--- config.mk ---
export PLATFORM = sky130hd
export DESIGN_NAME = fpc_frame_core
export DESIGN_NICKNAME = d
export VERILOG_FILES = /design/src/hdl/fpc_pkg.sv /design/src/hdl/fpc_frame_core.sv
export SDC_FILE = /design/constraint.sdc
export NUM_CORES = 1
export LEC_CHECK = 0
export BUFFER_PORTS_ARGS = -buffer_cell sky130_fd_sc_hd__buf_2
export CORE_MARGIN = 2
export CORE_UTILIZATION = 65
export DETAILED_ROUTE_END_ITERATION = 6
export PLACE_DENSITY = 0.88
export SYNTH_ARGS = -nofsm -noshare
export SYNTH_HDL_FRONTEND = slang
export SYNTH_SLANG_ARGS = --single-unit
--- constraint.sdc ---
create_clock -name aclk -period 14.1 [get_ports aclk]
set_clock_uncertainty 0.05 [all_clocks]
set_input_delay 1.41 -clock aclk [delete_from_list [all_inputs] [get_ports aclk]]
set_output_delay 1.41 -clock aclk [all_outputs]
set_load 0.005 [all_outputs]
--- src/hdl/fpc_pkg.sv ---
package fpc_pkg;

    // APB address width: five 32-bit registers at byte addresses 0..16
    localparam int PADDR_W = 5;
    localparam int PDATA_W = 32;

    // Register indexes (byte address / 4)
    localparam logic [2:0] REG_START_FLAG       = 3'd0;
    localparam logic [2:0] REG_END_FLAG         = 3'd1;
    localparam logic [2:0] REG_RECORD_LENGTH    = 3'd2;
    localparam logic [2:0] REG_PREAMBLE_LENGTH  = 3'd3;
    localparam logic [2:0] REG_POSTAMBLE_LENGTH = 3'd4;

    // Verdict codes
    localparam logic [1:0] ERR_OK        = 2'd0;
    localparam logic [1:0] ERR_BAD_START = 2'd1;
    localparam logic [1:0] ERR_BAD_END   = 2'd2;
    localparam logic [1:0] ERR_BAD_CSUM  = 2'd3;

    // Position and length counters
    localparam int POS_W = 15;

    typedef struct packed {
        logic [7:0] start_flag;
        logic [7:0] end_flag;
        logic [6:0] record_length;
        logic [4:0] preamble_length;
        logic [3:0] postamble_length;
    } fpc_cfg_t;

    localparam fpc_cfg_t CFG_RESET = '{
        start_flag:       8'd0,
        end_flag:         8'd0,
        record_length:    7'd17,
        preamble_length:  5'd4,
        postamble_length: 4'd2
    };

    typedef struct packed {
        logic [7:0] byte_value;
        logic       packet_start;
    } fpc_in_t;

    typedef struct packed {
        logic       packet_ok;
        logic [1:0] error_code;
        logic [7:0] record_count;
    } fpc_out_t;

endpackage

--- src/hdl/fpc_frame_core.sv ---
module fpc_frame_core
    import fpc_pkg::*;
(
    input  logic     aclk,
    input  logic     aresetn,
    input  fpc_cfg_t cfg,
    input  logic     item_valid,
    input  fpc_in_t  item,
    output logic     result_valid,
    output fpc_out_t result
);

    logic [POS_W-1:0] pos_reg, pos_next;
    logic [7:0]       sum_reg, sum_next;
    logic [POS_W-1:0] body_reg, body_next;
    logic [7:0]       count_reg, count_next;
    logic             mismatch_reg, mismatch_next;
    logic             in_packet_reg, in_packet_next;

    // Lengths clamped to a minimum of two
    logic [4:0] pre_len;
    logic [3:0] post_len;
    assign pre_len  = (cfg.preamble_length < 5'd2) ? 5'd2 : cfg.preamble_length;
    assign post_len = (cfg.postamble_length < 4'd2) ? 4'd2 : cfg.postamble_length;

    // Per-beat update of the frame tracker
    always_comb begin
        logic [POS_W-1:0] pos0;
        logic [7:0]       sum0;
        logic [POS_W-1:0] body0;
        logic [7:0]       count0;
        logic             mis0;
        logic             inp0;
        logic [7:0]       b;
        logic [POS_W:0]   end_pos;
        logic [1:0]       code;

        pos0   = pos_reg;
        sum0   = sum_reg;
        body0  = body_reg;
        count0 = count_reg;
        mis0   = mismatch_reg;
        inp0   = in_packet_reg;
        b      = item.byte_value;
        code   = ERR_OK;

        pos_next       = pos_reg;
        sum_next       = sum_reg;
        body_next      = body_reg;
        count_next     = count_reg;
        mismatch_next  = mismatch_reg;
        in_packet_next = in_packet_reg;
        result_valid   = 1'b0;
        result         = '0;

        end_pos = {1'b0, body0} + {{(POS_W-3){1'b0}}, post_len} - {{POS_W{1'b0}}, 1'b1};

        if (item_valid) begin
            // Restart on a start marker, dropping any open frame
            if (item.packet_start) begin
                pos0   = '0;
                sum0   = '0;
                body0  = '0;
                count0 = '0;
                mis0   = 1'b0;
                inp0   = 1'b1;
                end_pos = {{(POS_W-3){1'b0}}, post_len} - {{POS_W{1'b0}}, 1'b1};
            end
            pos_next       = pos0;
            sum_next       = sum0;
            body_next      = body0;
            count_next     = count0;
            mismatch_next  = mis0;
            in_packet_next = inp0;

            if (inp0) begin
                if (pos0 == '0) begin
                    // Check the start flag
                    if (b != cfg.start_flag) begin
                        result_valid   = 1'b1;
                        code           = ERR_BAD_START;
                        in_packet_next = 1'b0;
                    end else begin
                        sum_next = b;
                        pos_next = POS_W'(1);
                    end
                end else if (pos0 == POS_W'(1)) begin
                    // Latch count and body length
                    count_next = b;
                    body_next  = ({7'd0, b} * {8'd0, cfg.record_length})
                               + {{(POS_W-5){1'b0}}, pre_len};
                    sum_next   = sum0 + b;
                    pos_next   = POS_W'(2);
                end else begin
                    // Accumulate body, then compare the checksum byte
                    if (pos0 < body0) begin
                        sum_next = sum0 + b;
                    end else if (pos0 == body0) begin
                        mismatch_next = (b != sum0);
                    end
                    if ({1'b0, pos0} >= end_pos) begin
                        result_valid   = 1'b1;
                        in_packet_next = 1'b0;
                        priority if (b != cfg.end_flag) begin
                            code = ERR_BAD_END;
                        end else if (mismatch_next) begin
                            code = ERR_BAD_CSUM;
                        end else begin
                            code = ERR_OK;
                        end
                    end else begin
                        pos_next = pos0 + POS_W'(1);
                    end
                end
            end
        end

        result.packet_ok    = (code == ERR_OK);
        result.error_code   = code;
        result.record_count = (code == ERR_BAD_START) ? 8'd0 : count_next;
    end

    always_ff @(posedge aclk) begin
        if (!aresetn) begin
            pos_reg       <= '0;
            sum_reg       <= '0;
            body_reg      <= '0;
            count_reg     <= '0;
            mismatch_reg  <= 1'b0;
            in_packet_reg <= 1'b0;
        end else begin
            pos_reg       <= pos_next;
            sum_reg       <= sum_next;
            body_reg      <= body_next;
            count_reg     <= count_next;
            mismatch_reg  <= mismatch_next;
            in_packet_reg <= in_packet_next;
        end
    end

endmodule

# After elaboration in Yosys (flattened, before gate mapping)
# Cells that the tools add are included.
[classes] n_addsub=6 n_mul=1 n_div=0 n_lt_le_gt_ge=4 n_eq_ne=6 shifts=0 mux=60 n_bitwise=0 reduce_logical=2
[ops] cell="2-to-1 mux 15 bit" n=12
[ops] cell="2-to-1 mux 8 bit" n=13
[ops] cell="2-to-1 mux 16 bit" n=2
[ops] cell="2-to-1 mux 1 bit" n=24
[ops] cell="!= test 8 bit" n=3
[ops] cell="adder 15 x 4 -> 16 bit" n=1
[ops] cell=">= comparator 15 x 16 -> 1 bit" n=1
[ops] cell="subtractor 16 x 1 -> 16 bit, second input constant" n=1
[ops] cell="adder 15 x 1 -> 15 bit, second input constant" n=1
[ops] cell="adder 15 x 5 -> 15 bit" n=1
[ops] cell="== test 15 x 1 -> 1 bit, second input constant" n=1
[ops] cell="== test 15 bit" n=1
[ops] cell="logical NOT 15 bit" n=1
[ops] cell="less-than comparator 15 bit" n=1
[ops] cell="multiplier 8 x 7 -> 15 bit" n=1
[ops] cell="2-to-1 mux 2 bit" n=7
[ops] cell="adder 8 bit" n=1
[ops] cell="less-than comparator 5 x 2 -> 1 bit, second input constant" n=1
[ops] cell="2-to-1 mux 5 bit" n=1
[ops] cell="subtractor 4 x 1 -> 5 bit, second input constant" n=1
[ops] cell="less-than comparator 4 x 2 -> 1 bit, second input constant" n=1
[ops] cell="2-to-1 mux 4 bit" n=1
[ops] cell="== test 2 x 1 -> 1 bit, second input constant" n=1
[ops] cell="logical NOT 2 bit" n=1
[word_totals] ff_bits=48 latch_bits=0 ramBits=0 rom_bits=0 input_bits=44 output_inout_bits=12 word_cells=85 n_memories=0

# Longest topological paths before layout
# Gate-level depths: netlist of run 1.
[depth] ltp_word=18 ltp_mapped=22 depth_no_buf=22

# Worst setup path before layout of run 1
# No wires, ideal clock.
[synth_path] path_kind="input to output" from="input port cfg[1] (netlist bit)" to="output port result[8] (netlist bit)" arrival_time_ns=5.661 required_ns=12.640 slack_ns=6.979 stages=19 path_buffers=0 path_cell_list="o31ai_1 ha_1 inv_1 ha_1 fa_1 a211oi_2 o211ai_1 a41o_1 o31ai_1 xnor2_1 o21ai_0 ha_1 a2111o_1 nor3_1 a211oi_2 o211ai_2 or3_1 or4_1 o21ai_1"
[synth_rtl] element="from (decl)" line_no="fpc_frame_core.sv:6" source="input fpc_cfg_t cfg,"
[synth_rtl] element="to (decl)" line_no="fpc_frame_core.sv:10" source="output fpc_out_t result"

==> results.md, run 1 <==
| Stage | Parameter | Value |
| --- | --- | --- |
| global routing | Global router's overall resource usage | 30.3% |
| worst setup path | Slowest CP cell | sky130_fd_sc_hd__or4_1 |
| clock tree | Clock input transition at the sequential cells of the worst setup and hold paths | 0.10 ns |
| cells and area | Filler-free cell count of the finished design | 1030 |
| timing | Setup repair after global routing missed its margin | false |
| worst setup path | Endpoint required time on the critical path | 12.64 ns |
| outcome | Result of the run | finished, final reports clean |
| clock tree | Post-CTS Resized | 0 |
| worst setup path | Critical Path Sink Type | output pin |
| drt | Drt via density | 6.20 |
| yosys | Area of the mapped netlist | 0.00667 mm2 |
| global routing | Maximum number of pins on one net before global-route repair | 53 |
| placed design | Final GP Congestion | 0.949 |
| worst setup path | Arrival time worst endpoint | 6.41 ns |
| power | Peak supply drop | 0.0819 mV |
| yosys | Post-Synthesis Cells | 858 |
| worst setup path | Most frequent cell on the critical path | sky130_fd_sc_hd__ha_1 |
| worst setup path | Sequence of cells on the critical path | buf_2 > o31ai_1 > ha_1 > inv_1 > ha_1 > fa_1 > a211oi_2 > o211ai_1 > a41o_1 > o31ai_1 > xnor2_1 > o21ai_0 > ha_1 > a2111o_1 > nor3_1 > a211oi_2 > o211ai_2 > or3_1 > or4_1 > o21ai_1 > buf_2 |
| die | Number of rows created at floorplan | 36 |
| timing | Time the final worst path needs with I/O delays and setup | 7.87 ns |
| clock tree | Cts bufs inserted | 5 |
| worst setup path | Startpoint-to-endpoint class of the critical path | primary input to output pin |
| cells and area | Share of final-layout standard cells stronger than drive strength 1 | 8.81% |
| timing | Summed negative setup slack over all endpoints | 0 ns |
| die | Die Wd | 105 um |
| worst setup path | Worst setup SP type | primary input |
| drt | Post-route ant nets | 0 |
| timing | Worst Hold Margin | 0.407 ns |
| timing | Worst slew pin tran | 0.955 ns |
| die | Floorplan die area | 0.0111 mm2 |
| drt | Total wirelength of the detailed-routed design | 16.5 mm |
| yosys | Share of Yosys cell area claimed by the top area cell type | 18.2% |
| yosys | Cell types occupying the most area after synthesis | sky130_fd_sc_hd__ha_1 18%, sky130_fd_sc_hd__dfxtp_1 14%, sky130_fd_sc_hd__fa_1 11% |
| clock tree | H-tree level count | 2 |
| worst setup path | Sum of buffers and inverters on the critical path | 3 |
| die | Floorplan Core Area | 0.00986 mm2 |
| power | Power density normalized to cell area | 70.1 mW/mm2 |
| worst setup path | Peak per-stage delay on the critical path | 0.52 ns |
| global routing | Number of global-route vias before repair | 6201 |
| timing | Worst slew margin | 36.3% |
| power | Total chip power | 501 uW |
| power | Sequential power share | 27.4% |
| drt | Pre-Repair DR Iteration Count | 5 |
| yosys | Cell variety after synth | 65 |
| timing | # setup viols final | 0 |
| drt | Drt initial violations | 479 |
| clock tree | Post-CTS setup repair buffer count | 0 |
| drt | Post-detailed-route wirelength per cell | 16.0 um |
| die | Io pins | 56 |
| yosys | Top flip-flop cell by instance count after synthesis | sky130_fd_sc_hd__dfxtp_1 |
| yosys | Share of synthesized area spent on multiplexers | 2.08% |
| yosys | Syn_nets | 1035 |
| yosys | Dominant combinational cell family by area after synthesis | adder cells |
| die | Initial standard-cell utilization of the core | 67.6% |
| clock tree | Clock insertion delay at the later pin of the skew report | 0.32 ns |
| worst setup path | Cell family with most CP delay | compound AO/OA/AOI/OAI gates |
| timing | Ratio of final minimum period to clock period | 55.8% |
| power | Proportion of power drawn by combinational gates | 54.1% |
| clock tree | Clock tree buffer depth | 2 |
| yosys | Yosys warnings | 0 |
| global routing | Global-route wire length before repair | 28.1 mm |
| yosys | Asr flop ratio synth | 0% |
| die | Die Ht | 105 um |
| timing | Number of pins with negative max-slew slack in the final report | 0 |
| yosys | Compound-Gate Fraction of Synth Area | 19.2% |
| drt | Via count | 6390 |
| timing | Peak Freq | 127 MHz |
| yosys | Post-Synth Simple-Gate Area | 22.6% |
| worst setup path | Critical Path Source | cfg[2] |
| worst setup path | Critical path fanouts, max | 5 |
| drt | Total DRC errors in the routed layout | 0 |
| yosys | Sequential share of the synthesized area | 14.4% |
| global routing | Antenna violations before repair | 0 |
| yosys | Average cell area after synthesis | 7.77 um2 |
| placed design | Total of buffers placed on input and output ports | 55 |
| worst hold path | Class of the tightest hold or removal check | flop to flop |
| global routing | Grt ovf | 0 |
| power | Fraction of power spent switching nets | 41.1% |
| power | Clock network power share | 18.5% |
| cells and area | Area added between synthesis and finish | 7.06% |
| placed design | Inst Count DP | 1022 |
| placed design | HPWL after DPL | 12.9 mm |
| cells and area | Total number of nets in the final design | 1073 |
| worst setup path | Reg2reg start | body_reg[1] |
| yosys | Yosys top cell by area | sky130_fd_sc_hd__ha_1 |
| clock tree | Total clock sinks | 48 |
| yosys | Number of storage elements in the synthesis netlist | 48 |
| timing | Count of final hold-check violations | 0 |
| yosys | Post-synth EDFFs | 0 |
| worst setup path | FF-to-FF setup slack | 8.76 ns |
| job | Number of violations of the max-capacitance limit | 0 |
| clock tree | Clock root buffer | sky130_fd_sc_hd__clkbuf_8 |
| power | Cell-internal power | 295 uW |
| clock tree | Clock tree from TritonCTS | built |
| power | Power dissipated by switching net loads | 206 uW |
| worst hold path | Worst min-delay path startpoint | sum_reg[2] |
| cells and area | # diodes | 0 |
| yosys | Xor/xnor share of the synthesized area | 6.17% |
| clock tree | CTS Hold Buffers Added | 0 |
| power | Static leakage | 3.38 nW |
| yosys | Adder and majority cell fraction of the synthesized area | 29.0% |
Yosys cell counts, types with 20 or more instances:
cell type and instances:
sky130_fd_sc_hd__a21oi_1 36, sky130_fd_sc_hd__and2_1 29, sky130_fd_sc_hd__clkbuf_1 27, sky130_fd_sc_hd__dfxtp_1 48, sky130_fd_sc_hd__fa_1 36, sky130_fd_sc_hd__ha_1 97
sky130_fd_sc_hd__inv_1 86, sky130_fd_sc_hd__nand2_1 90, sky130_fd_sc_hd__nor2_1 79, sky130_fd_sc_hd__nor2b_1 27, sky130_fd_sc_hd__nor3_1 20, sky130_fd_sc_hd__o21ai_0 30
sky130_fd_sc_hd__xnor2_1 28
logic make-up after synthesis:
logic type	Yosys count
AND/OR/NAND/NOR	312
AO/OA/AOI/OAI	190
adder cells (fa/ha/maj)	133
buffers and inverters	116
flip-flops	48
XOR/XNOR	47
multiplexers	12
final timing paths:
| path | to | depth (start not counted) |
|---|---|---|
| min | sum_reg[2] | 1 |
| max | result[8] | 21 |
| min reg2reg | sum_reg[2] | 1 |
| max reg2reg | pos_reg[11] | 19 |
layout by cell type (no fill, tap or decap), types with 6 or more instances in the layout:
cell                       netlist  final
sky130_fd_sc_hd__ha_1           97     97
sky130_fd_sc_hd__nand2_1        90     90
sky130_fd_sc_hd__inv_1          86     86
sky130_fd_sc_hd__nor2_1         79     79
sky130_fd_sc_hd__buf_2           1     55
sky130_fd_sc_hd__dfxtp_1        48     48
sky130_fd_sc_hd__a21oi_1        36     36
sky130_fd_sc_hd__fa_1           36     36
sky130_fd_sc_hd__o21ai_0        30     30
sky130_fd_sc_hd__and2_1         29     29
sky130_fd_sc_hd__xnor2_1        28     28
sky130_fd_sc_hd__nor2b_1        27     27
sky130_fd_sc_hd__xor2_1         19     19
sky130_fd_sc_hd__nand3_1        19     19
sky130_fd_sc_hd__nor3_1         20     19
sky130_fd_sc_hd__a22oi_1        19     19
sky130_fd_sc_hd__o21ai_1        18     18
sky130_fd_sc_hd__a21o_1         17     17
sky130_fd_sc_hd__o21a_1          8      8
sky130_fd_sc_hd__nand4_1         8      8
sky130_fd_sc_hd__nand2b_1        7      7
sky130_fd_sc_hd__and3_1          7      7
sky130_fd_sc_hd__nor4_1          6      6
sky130_fd_sc_hd__mux2i_1         6      6
sky130_fd_sc_hd__o41ai_1         6      6
sky130_fd_sc_hd__clkbuf_8        0      6
final cells by class:
| class | instances | area (um2) |
|---|---|---|
| multi-input combinational | 694 | 5280 |
| sequential | 48 | 961 |
| fill | 772 | 2730 |
| inverter | 87 | 327 |
| tap | 133 | 166 |
| timing repair buffer | 60 | 313 |
| clock inverter | 2 | 13.8 |
| clock buffer | 6 | 82.6 |
routing by layer:
metal	track usage [%]	wire [um]
met5	0	0
met4	10.8	410
met3	4.51	1300
met2	51.3	7870
met1	39.3	6890
power groups by stage:
stage / Combinational, mW / Sequential, mW / Clock [mW]
final: 0.271 / 0.137 / 0.0928
after global routing: 0.309 / 0.137 / 0.0969
after CTS: 0.272 / 0.137 / 0.0913
after detailed placement: 0.269 / 0.140 / 0
after global placement: 0.260 / 0.140 / 0
after floorplan: 0.212 / 0.140 / 0
per-stage QoR:
| stage | cell area, um2 | utilization [%] | worst slack [ns] |
|---|---|---|---|
| 2_1_floorplan | 6670 | - | 6.98 |
| 3_3_place_gp | 7040 | 71.4 | 6.44 |
| 5_1_grt | 7140 | 72.4 | 5.88 |
| 4_1_cts | 7140 | 72.4 | 6.29 |
| 3_5_place_dp | 7040 | 71.4 | 6.32 |
| 6_report | 7140 | 72.4 | 6.23 |
Power figures use the tool's default switching activity.
==> inputs of run 2 (changes only) <==
--- a/config.mk
+++ b/config.mk
@@ -7,9 +7,9 @@
 export LEC_CHECK = 0
 export BUFFER_PORTS_ARGS = -buffer_cell sky130_fd_sc_hd__buf_2
 export CORE_MARGIN = 2
-export CORE_UTILIZATION = 65
+export CORE_UTILIZATION = 56
 export DETAILED_ROUTE_END_ITERATION = 6
-export PLACE_DENSITY = 0.88
+export PLACE_DENSITY = 0.8
 export SYNTH_ARGS = -nofsm -noshare
 export SYNTH_HDL_FRONTEND = slang
 export SYNTH_SLANG_ARGS = --single-unit
==> constraint.sdc (replaced) <==
create_clock -name aclk -period 7.1 [get_ports aclk]
set_clock_uncertainty 0.05 [all_clocks]
set_input_delay 0.71 -clock aclk [delete_from_list [all_inputs] [get_ports aclk]]
set_output_delay 0.71 -clock aclk [all_outputs]
set_load 0.005 [all_outputs]
==> run 2 against run 1 <==
Effect of this change:
- total power grew 120%
- worst hold slack got worse by 0.0071 ns
- worst setup slack worse by 5.6 ns
- critical path depth unchanged
- register-to-register slack worse by 6.9 ns
- non-clock buffer count did not move
- largest cell class unchanged
- highest routed layer unchanged
==> results.md, run 2 (synthesis results as in run 1) <==
| Stage | Parameter | Value | Change |
| --- | --- | --- | --- |
| drt | Post-route ant nets | 0 | unchanged |
| clock tree | Post-CTS setup repair buffer count | 0 | unchanged |
| global routing | Grt ovf | 0 | unchanged |
| drt | Post-detailed-route wirelength per cell | 15.7 um | was 16.0 um |
| worst setup path | Slowest CP cell | sky130_fd_sc_hd__or4_1 | unchanged |
| clock tree | Cts bufs inserted | 5 | unchanged |
| die | Die Ht | 113 um | was 105 um |
| worst setup path | Critical Path Sink Type | output pin | unchanged |
| clock tree | Total clock sinks | 48 | unchanged |
| clock tree | Clock tree from TritonCTS | built | unchanged |
| cells and area | Total number of nets in the final design | 1073 | unchanged |
| drt | Drt via density | 5.95 | was 6.20 |
| worst setup path | Most frequent cell on the critical path | sky130_fd_sc_hd__ha_1 | unchanged |
| timing | Summed negative setup slack over all endpoints | 0 ns | unchanged |
| global routing | Maximum number of pins on one net before global-route repair | 53 | unchanged |
| global routing | Global router's overall resource usage | 26.5% | was 30.3% |
| timing | Ratio of final minimum period to clock period | 91.0% |  |
| drt | Drt initial violations | 386 | was 479 |
| cells and area | Filler Cells Inserted | 1036 | was 772 |
| clock tree | CTS Hold Buffers Added | 0 | unchanged |
| drt | Total wirelength of the detailed-routed design | 16.4 mm | was 16.5 mm |
| global routing | Number of global-route vias before repair | 5987 | was 6201 |
| cells and area | Share of final-layout standard cells stronger than drive strength 1 | 8.81% | unchanged |
| cells and area | Filler-free cell count of the finished design | 1040 | was 1030 |
| cells and area | Area added between synthesis and finish | 8.39% | was 7.06% |
| cells and area | Leading cell type in the layout, fill and taps excluded | sky130_fd_sc_hd__ha_1 | unchanged |
| power | Peak supply drop | 0.115 mV | was 0.0819 mV |
| power | Sequential power share | 24.9% | was 27.4% |
| cells and area | Commonest non-fill, non-tap cells in the layout | 97 x sky130_fd_sc_hd__ha_1, 90 x sky130_fd_sc_hd__nand2_1, 86 x sky130_fd_sc_hd__inv_1 | unchanged |
| power | Clock network power share | 25.8% | was 18.5% |
| clock tree | Clock root buffer | sky130_fd_sc_hd__clkbuf_16 | was sky130_fd_sc_hd__clkbuf_8 |
| placed design | Final GP Congestion | 0.900 | was 0.949 |
| die | Io pins | 56 | unchanged |
| worst setup path | Arrival time worst endpoint | 5.70 ns | was 6.41 ns |
| outcome | Result of the run | finished, final reports clean | unchanged |
| clock tree | Clock tree buffer depth | 2 | unchanged |
| worst setup path | Startpoint-to-endpoint class of the critical path | primary input to output pin | unchanged |
| clock tree | H-tree level count | 2 | unchanged |
| die | Die Wd | 113 um | was 105 um |
| timing | Setup repair after global routing missed its margin | false | unchanged |
| timing | Time the final worst path needs with I/O delays and setup | 6.46 ns |  |
| die | Initial standard-cell utilization of the core | 57.9% | was 67.6% |
| die | Floorplan Core Area | 0.0115 mm2 | was 0.00986 mm2 |
| worst hold path | Class of the tightest hold or removal check | flop to flop | unchanged |
| timing | Worst slew margin | 35.3% | was 36.3% |
| clock tree | Clock insertion delay at the later pin of the skew report | 0.30 ns | was 0.32 ns |
| placed design | HPWL after DPL | 12.9 mm | about the same |
| worst setup path | Worst setup SP type | primary input | unchanged |
| power | Static leakage | 3.42 nW | was 3.38 nW |
| placed design | Total of buffers placed on input and output ports | 55 | unchanged |
| cells and area | # diodes | 0 | unchanged |
| job | Number of violations of the max-capacitance limit | 0 | unchanged |
| clock tree | Post-CTS Resized | 0 | unchanged |
| worst setup path | Endpoint required time on the critical path | 6.34 ns | was 12.64 ns |
| worst setup path | Peak per-stage delay on the critical path | 0.52 ns | about the same |
| timing | Worst slew pin tran | 0.971 ns | was 0.955 ns |
| die | Floorplan die area | 0.0128 mm2 | was 0.0111 mm2 |
| placed design | Inst Count DP | 1032 | was 1022 |
| timing | Count of final hold-check violations | 0 | unchanged |
| power | Fraction of power spent switching nets | 38.2% | was 41.1% |
| global routing | Global-route wire length before repair | 28.1 mm | about the same |
| worst setup path | Critical path fanouts, max | 5 | unchanged |
| timing | Number of pins with negative max-slew slack in the final report | 0 | unchanged |
| worst setup path | Sequence of cells on the critical path | buf_2 > o31ai_1 > ha_1 > inv_1 > ha_1 > fa_1 > a211oi_2 > o211ai_1 > a41o_1 > o31ai_1 > xnor2_1 > o21ai_0 > ha_1 > a2111o_1 > o21ai_0 > a211oi_2 > o211ai_2 > or3_1 > or4_1 > o21ai_1 > buf_2 | was buf_2 > o31ai_1 > ha_1 > inv_1 > ha_1 > fa_1 > a211oi_2 > o211ai_1 > a41o_1 > o31ai_1 > xnor2_1 > o21ai_0 > ha_1 > a2111o_1 > nor3_1 > a211oi_2 > o211ai_2 > or3_1 > or4_1 > o21ai_1 > buf_2 |
| drt | Pre-Repair DR Iteration Count | 6 | was 5 |
| global routing | Antenna violations before repair | 0 | unchanged |
| power | Power dissipated by switching net loads | 417 uW | was 206 uW |
| drt | Total DRC errors in the routed layout | 0 | unchanged |
| power | Power density normalized to cell area | 151 mW/mm2 | was 70.1 mW/mm2 |
| clock tree | Clock input transition at the sequential cells of the worst setup and hold paths | 0.07 ns | was 0.10 ns |
| power | Cell-internal power | 673 uW | was 295 uW |
| drt | Via count | 6183 | was 6390 |
| die | Number of rows created at floorplan | 39 | was 36 |
| timing | Peak Freq | 155 MHz |  |
| power | Proportion of power drawn by combinational gates | 49.3% | was 54.1% |
| timing | # setup viols final | 0 | unchanged |
## run 2: cell types whose count changed in the layout (fill, tap and decap cells not counted)
cell,previous run,this run
sky130_fd_sc_hd__clkbuf_8,6,0
sky130_fd_sc_hd__clkbuf_16,0,5
sky130_fd_sc_hd__clkinv_4,0,2
sky130_fd_sc_hd__bufinv_16,0,1
sky130_fd_sc_hd__clkinv_2,1,0
sky130_fd_sc_hd__inv_6,1,0
## run 2: final timing paths
path / start / endpoint / slack, ns / cells after the start
min: sum_reg[5] / sum_reg[5] / 0.40 / 1
max: cfg[2] / result[8] / 0.64 / 21
max reg2reg: body_reg[1] / pos_reg[11] / 1.90 / 19
min reg2reg: sum_reg[5] / sum_reg[5] / 0.40 / 1
## run 2: final cells by class
| class | count | area [um2] | area share (%) |
|---|---|---|---|
| inverter | 87 | 327 | 4.52 |
| sequential | 48 | 961 | 13.3 |
| clock inverter | 3 | 47.5 | 0.658 |
| clock buffer | 5 | 125 | 1.73 |
| timing repair buffer | 60 | 313 | 4.33 |
| multi-input combinational | 694 | 5280 | 73.0 |
| tap | 143 | 179 | 2.48 |
## run 2: critical path: cells and delay by family
family          cells  cell delay (ns)
compound gates     11             2.38
xor+xnor            1             0.15
fa+ha+maj           4             1.21
buf+inv             3             0.29
simple gates        2             0.96
## run 2: power by group through the flow
stage	clock network, mW	registers, mW	logic [mW]
6_report	0.281	0.272	0.537
5_1_grt	0.294	0.272	0.616
4_1_cts	0.281	0.272	0.539
3_5_place_dp	0	0.278	0.533
3_3_place_gp	0	0.278	0.519
2_1_floorplan	0	0.278	0.420
## run 2: metrics by stage
step | area [um2] | util [%] | total power, mW | worst slack [ns] | hold WS (ns)
after floorplan | 6670 | - | 0.698 | 1.38 | 0.369
after global placement | 7050 | 61.3 | 0.798 | 0.787 | 0.377
after detailed placement | 7050 | 61.3 | 0.812 | 0.683 | 0.386
after CTS | 7230 | 62.8 | 1.09 | 0.661 | 0.403
after global routing | 7230 | 62.8 | 1.18 | 0.184 | 0.434
final | 7230 | 62.8 | 1.09 | 0.639 | 0.400
## run 2: per-layer routing
layer,share of wire (%),global-route usage [%]
met1,45,34.7
met2,47,45.8
met3,5.7,2.79
met4,3.1,8.54
met5,0,0
==> inputs of run 3 (changes only) <==
--- a/config.mk
+++ b/config.mk
@@ -5,11 +5,12 @@
 export SDC_FILE = /design/constraint.sdc
 export NUM_CORES = 1
 export LEC_CHECK = 0
+export ABC_AREA = 1
 export BUFFER_PORTS_ARGS = -buffer_cell sky130_fd_sc_hd__buf_2
 export CORE_MARGIN = 2
-export CORE_UTILIZATION = 56
+export CORE_UTILIZATION = 57
 export DETAILED_ROUTE_END_ITERATION = 6
-export PLACE_DENSITY = 0.8
+export PLACE_DENSITY = 0.81
 export SYNTH_ARGS = -nofsm -noshare
 export SYNTH_HDL_FRONTEND = slang
 export SYNTH_SLANG_ARGS = --single-unit
==> run 3 against run 2 <==
Effect of this change:
- highest routed layer unchanged
- total power increased by 19%
- synthesized area grew 9.9%
- synthesized cell count up 31%
- first-iteration DRC count is 56% higher
- flip-flop and latch count did not move
==> results.md, run 3 <==
| Stage | Parameter | Value | Change |
| --- | --- | --- | --- |
| cells and area | Total number of nets in the final design | 1320 | was 1073 |
| worst setup path | Endpoint of the lowest-slack register-to-register path | pos_reg[9] | was pos_reg[11] |
| die | Floorplan die area | 0.0138 mm2 | was 0.0128 mm2 |
| drt | Via count | 7132 | was 6183 |
| global routing | Maximum number of pins on one net before global-route repair | 41 | was 53 |
| yosys | Cell types occupying the most area after synthesis | sky130_fd_sc_hd__ha_1 17%, sky130_fd_sc_hd__dfxtp_1 13%, sky130_fd_sc_hd__nand2_1 12% | was sky130_fd_sc_hd__ha_1 18%, sky130_fd_sc_hd__dfxtp_1 14%, sky130_fd_sc_hd__fa_1 11% |
| drt | Total wirelength of the detailed-routed design | 18.3 mm | was 16.4 mm |
| clock tree | Clock input transition at the sequential cells of the worst setup and hold paths | 0.07 ns | about the same |
| worst setup path | Sum of buffers and inverters on the critical path | 5 | was 3 |
| clock tree | Total clock sinks | 48 | unchanged |
| timing | Number of pins with negative max-slew slack in the final report | 0 | unchanged |
| yosys | Top flip-flop cell by instance count after synthesis | sky130_fd_sc_hd__dfxtp_1 | unchanged |
| worst setup path | FF-to-FF setup slack | 2.69 ns | was 1.90 ns |
| clock tree | Cts bufs inserted | 5 | unchanged |
| clock tree | CTS Hold Buffers Added | 0 | unchanged |
| timing | Setup repair after global routing missed its margin | false | unchanged |
| clock tree | Post-CTS Resized | 0 | unchanged |
| yosys | Dominant combinational cell family by area after synthesis | adder cells | unchanged |
| timing | Peak Freq | 177 MHz | was 155 MHz |
| placed design | HPWL after DPL | 14.4 mm | was 12.9 mm |
| drt | Post-detailed-route wirelength per cell | 13.9 um | was 15.7 um |
| placed design | Total of buffers placed on input and output ports | 55 | unchanged |
| yosys | Post-Synthesis Cells | 1123 | was 858 |
| yosys | Area of the mapped netlist | 0.00733 mm2 | was 0.00667 mm2 |
| power | Static leakage | 4.11 nW | was 3.42 nW |
| job | Number of violations of the max-capacitance limit | 0 | unchanged |
| yosys | Syn_nets | 1300 | was 1035 |
| timing | Ratio of final minimum period to clock period | 79.4% | was 91.0% |
| worst setup path | Peak per-stage delay on the critical path | 0.45 ns | was 0.52 ns |
| clock tree | Clock tree from TritonCTS | built | unchanged |
| drt | Post-route ant nets | 0 | unchanged |
| worst setup path | Worst setup SP type | primary input | unchanged |
| outcome | Result of the run | finished, final reports clean | unchanged |
| worst setup path | Arrival time worst endpoint | 4.88 ns | was 5.70 ns |
| worst setup path | Critical Path Sink Type | output pin | unchanged |
| yosys | Yosys top cell by area | sky130_fd_sc_hd__ha_1 | unchanged |
| yosys | Number of storage elements in the synthesis netlist | 48 | unchanged |
| worst hold path | Class of the tightest hold or removal check | flop to flop | unchanged |
| yosys | Cell variety after synth | 48 | was 65 |
| clock tree | Clock tree buffer depth | 2 | unchanged |
| worst setup path | Startpoint-to-endpoint class of the critical path | primary input to output pin | unchanged |
| global routing | Number of global-route vias before repair | 6719 | was 5987 |
| timing | Worst slew pin tran | 0.789 ns | was 0.971 ns |
| drt | Pre-Repair DR Iteration Count | 5 | was 6 |
| yosys | Adder and majority cell fraction of the synthesized area | 26.4% | was 29.0% |
| cells and area | Area added between synthesis and finish | 6.20% | was 8.39% |
| cells and area | Share of final-layout standard cells stronger than drive strength 1 | 7.35% | was 8.81% |
| cells and area | # diodes | 0 | unchanged |
| worst hold path | Worst min-delay path startpoint | body_reg[0] | was sum_reg[5] |
| worst setup path | Number of cells traversed by the worst register-to-register path | 26 | was 19 |
| clock tree | Post-CTS setup repair buffer count | 0 | unchanged |
| timing | Worst slew margin | 47.1% | was 35.3% |
| drt | Drt via density | 5.42 | was 5.95 |
| global routing | Global router's overall resource usage | 27.1% | was 26.5% |
| worst setup path | Endpoint required time on the critical path | 6.34 ns | about the same |
| worst setup path | Reg2reg start | body_reg[3] | was body_reg[1] |
| placed design | Final GP Congestion | 0.947 | was 0.900 |
| power | Power density normalized to cell area | 167 mW/mm2 | was 151 mW/mm2 |
| yosys | Share of Yosys cell area claimed by the top area cell type | 16.6% | was 18.2% |
| timing | Worst Hold Margin | 0.420 ns | was 0.400 ns |
| die | Die Wd | 117 um | was 113 um |
| yosys | Post-synth EDFFs | 0 | unchanged |
| yosys | Share of synthesized area spent on multiplexers | 0% | was 2.08% |
| die | Floorplan Core Area | 0.0126 mm2 | was 0.0115 mm2 |
| die | Number of rows created at floorplan | 41 | was 39 |
| timing | Time the final worst path needs with I/O delays and setup | 5.64 ns | was 6.46 ns |
| die | Io pins | 56 | unchanged |
| clock tree | Clock root buffer | sky130_fd_sc_hd__clkbuf_16 | unchanged |
| worst setup path | Most frequent cell on the critical path | sky130_fd_sc_hd__nand2_1 | was sky130_fd_sc_hd__ha_1 |
| global routing | Grt ovf | 0 | unchanged |
| yosys | Compound-Gate Fraction of Synth Area | 18.6% | was 19.2% |
| yosys | Sequential share of the synthesized area | 13.1% | was 14.4% |
| drt | Drt initial violations | 604 | was 386 |
| yosys | Most repeated cell in the gate-level netlist after synthesis | sky130_fd_sc_hd__nand2_1 | was sky130_fd_sc_hd__ha_1 |
| cells and area | Leading cell type in the layout, fill and taps excluded | sky130_fd_sc_hd__nand2_1 | was sky130_fd_sc_hd__ha_1 |
| power | Peak supply drop | 0.126 mV | was 0.115 mV |
| yosys | Yosys warnings | 0 | unchanged |
| worst hold path | Count of cells along the worst hold path | 2 | was 1 |
| die | Initial standard-cell utilization of the core | 58.3% | was 57.9% |
| cells and area | Commonest non-fill, non-tap cells in the layout | 239 x sky130_fd_sc_hd__nand2_1, 199 x sky130_fd_sc_hd__inv_1, 100 x sky130_fd_sc_hd__a21oi_1 | was 97 x sky130_fd_sc_hd__ha_1, 90 x sky130_fd_sc_hd__nand2_1, 86 x sky130_fd_sc_hd__inv_1 |
| worst setup path | Critical path fanouts, max | 8 | was 5 |
| clock tree | H-tree level count | 2 | unchanged |
| clock tree | Clock insertion delay at the later pin of the skew report | 0.29 ns | was 0.30 ns |
| worst setup path | Cell family with most CP delay | simple AND/OR/NAND/NOR gates | was compound AO/OA/AOI/OAI gates |
| worst setup path | Slowest CP cell | sky130_fd_sc_hd__fa_1 | was sky130_fd_sc_hd__or4_1 |
| yosys | Average cell area after synthesis | 6.52 um2 | was 7.77 um2 |
| worst hold path | Hold EP | body_reg[0] | was sum_reg[5] |
| timing | Count of final hold-check violations | 0 | unchanged |
| yosys | Asr flop ratio synth | 0% | unchanged |
| global routing | Antenna violations before repair | 0 | unchanged |
| timing | # setup viols final | 0 | unchanged |
| global routing | Global-route wire length before repair | 31.4 mm | was 28.1 mm |
| yosys | Xor/xnor share of the synthesized area | 5.86% | was 6.17% |
| yosys | Post-Synth Simple-Gate Area | 22.5% | was 22.6% |
| drt | Total DRC errors in the routed layout | 0 | unchanged |
| die | Die Ht | 117 um | was 113 um |
| yosys | Leading post-synthesis cells by instance count | 239 x sky130_fd_sc_hd__nand2_1, 199 x sky130_fd_sc_hd__inv_1, 100 x sky130_fd_sc_hd__a21oi_1, 97 x sky130_fd_sc_hd__ha_1, 88 x sky130_fd_sc_hd__o21ai_0 | was 97 x sky130_fd_sc_hd__ha_1, 90 x sky130_fd_sc_hd__nand2_1, 86 x sky130_fd_sc_hd__inv_1, 79 x sky130_fd_sc_hd__nor2_1, 48 x sky130_fd_sc_hd__dfxtp_1 |
| timing | Summed negative setup slack over all endpoints | 0 ns | unchanged |
run 3: changes by cell type in the layout (fill, tap and decap cells not counted), sizes merged, moves of 19 or more:
cell / previous run / this run
a22oi: 19 / 0
and2: 29 / 0
nor2b: 27 / 0
o21ai: 48 / 101
inv: 87 / 203
nand2: 90 / 240
a21oi: 36 / 100
run 3: final cells by class:
type	count	area, um2
Clock buffer	6	139
Clock inverter	1	8.76
Fill cell	1198	4790
Inverter	206	783
Multi-Input combinational cell	824	5380
Sequential cell	48	961
Tap cell	172	215
Timing Repair Buffer	58	298
run 3: per-layer routing:
layer	part of all wire, %	vias to the layer above	global-route usage (%)
met1	47	3233	37.7
met2	47	203	45.4
li1	-	3676	-
met5	0	-	0
met3	5.3	20	2.68
met4	1.4	0	6.78
run 3: worst max path at each step:
| stage | from | end | slack [ns] | cells after the start |
|---|---|---|---|---|
| floorplan | cfg[1] | result[0] | 2.38 | 25 |
| global placement | cfg[1] | result[5] | 1.67 | 29 |
| detailed placement | cfg[2] | result[7] | 1.55 | 29 |
| CTS | cfg[2] | result[7] | 1.52 | 29 |
| global route | cfg[1] | result[1] | 0.85 | 29 |
| finish | cfg[2] | result[3] | 1.46 | 27 |
run 3: cell families (layout without fill, tap and decap cells):
group | count (synthesis) | in the layout
flip-flops | 48 | 48
AND/OR/NAND/NOR | 394 | 394
XOR/XNOR | 49 | 49
AO/OA/AOI/OAI | 248 | 248
adder cells (fa/ha/maj) | 133 | 133
buffers and inverters | 251 | 271
run 3: per-stage QoR:
stage	area [um2]	instances	utilization (%)	worst slack (ns)	total power, mW
finish	7780	1315	61.9	1.46	1.30
global route	7780	1315	61.9	0.850	1.43
CTS	7780	1315	61.9	1.52	1.30
detailed placement	7630	1308	60.7	1.55	1.05
global placement	7630	1308	60.7	1.67	1.04
floorplan	7330	1123	-	2.38	0.899
run 3: worst reg2reg max path: stages (launching register included):
cell and delay, ns:
sky130_fd_sc_hd__dfxtp_1 0.36, sky130_fd_sc_hd__inv_1 0.07, sky130_fd_sc_hd__ha_1 0.27, sky130_fd_sc_hd__inv_1 0.04, sky130_fd_sc_hd__ha_1 0.35, sky130_fd_sc_hd__a21oi_1 0.15
sky130_fd_sc_hd__nand2_1 0.09, sky130_fd_sc_hd__nand2_1 0.06, sky130_fd_sc_hd__nand2_1 0.05, sky130_fd_sc_hd__a21oi_1 0.21, sky130_fd_sc_hd__o21ai_0 0.17, sky130_fd_sc_hd__a31oi_1 0.23
sky130_fd_sc_hd__xnor2_1 0.14, sky130_fd_sc_hd__o21ai_0 0.09, sky130_fd_sc_hd__ha_1 0.32, sky130_fd_sc_hd__inv_1 0.07, sky130_fd_sc_hd__nor3_1 0.05, sky130_fd_sc_hd__a211oi_1 0.27
sky130_fd_sc_hd__nand2_1 0.10, sky130_fd_sc_hd__nand2_1 0.07, sky130_fd_sc_hd__nand2_1 0.05, sky130_fd_sc_hd__nand2_1 0.06, sky130_fd_sc_hd__nand2_1 0.06, sky130_fd_sc_hd__nand2_1 0.50
sky130_fd_sc_hd__o21ai_0 0.19, sky130_fd_sc_hd__o21ai_0 0.18, sky130_fd_sc_hd__inv_1 0.06
run 3: where the power goes:
part           leakage (nW)  internal, mW  total [mW]  switching (mW)
clock network        0.0729         0.139       0.245           0.106
logic                  3.65         0.290       0.757           0.467
registers             0.392         0.286       0.296          0.0104
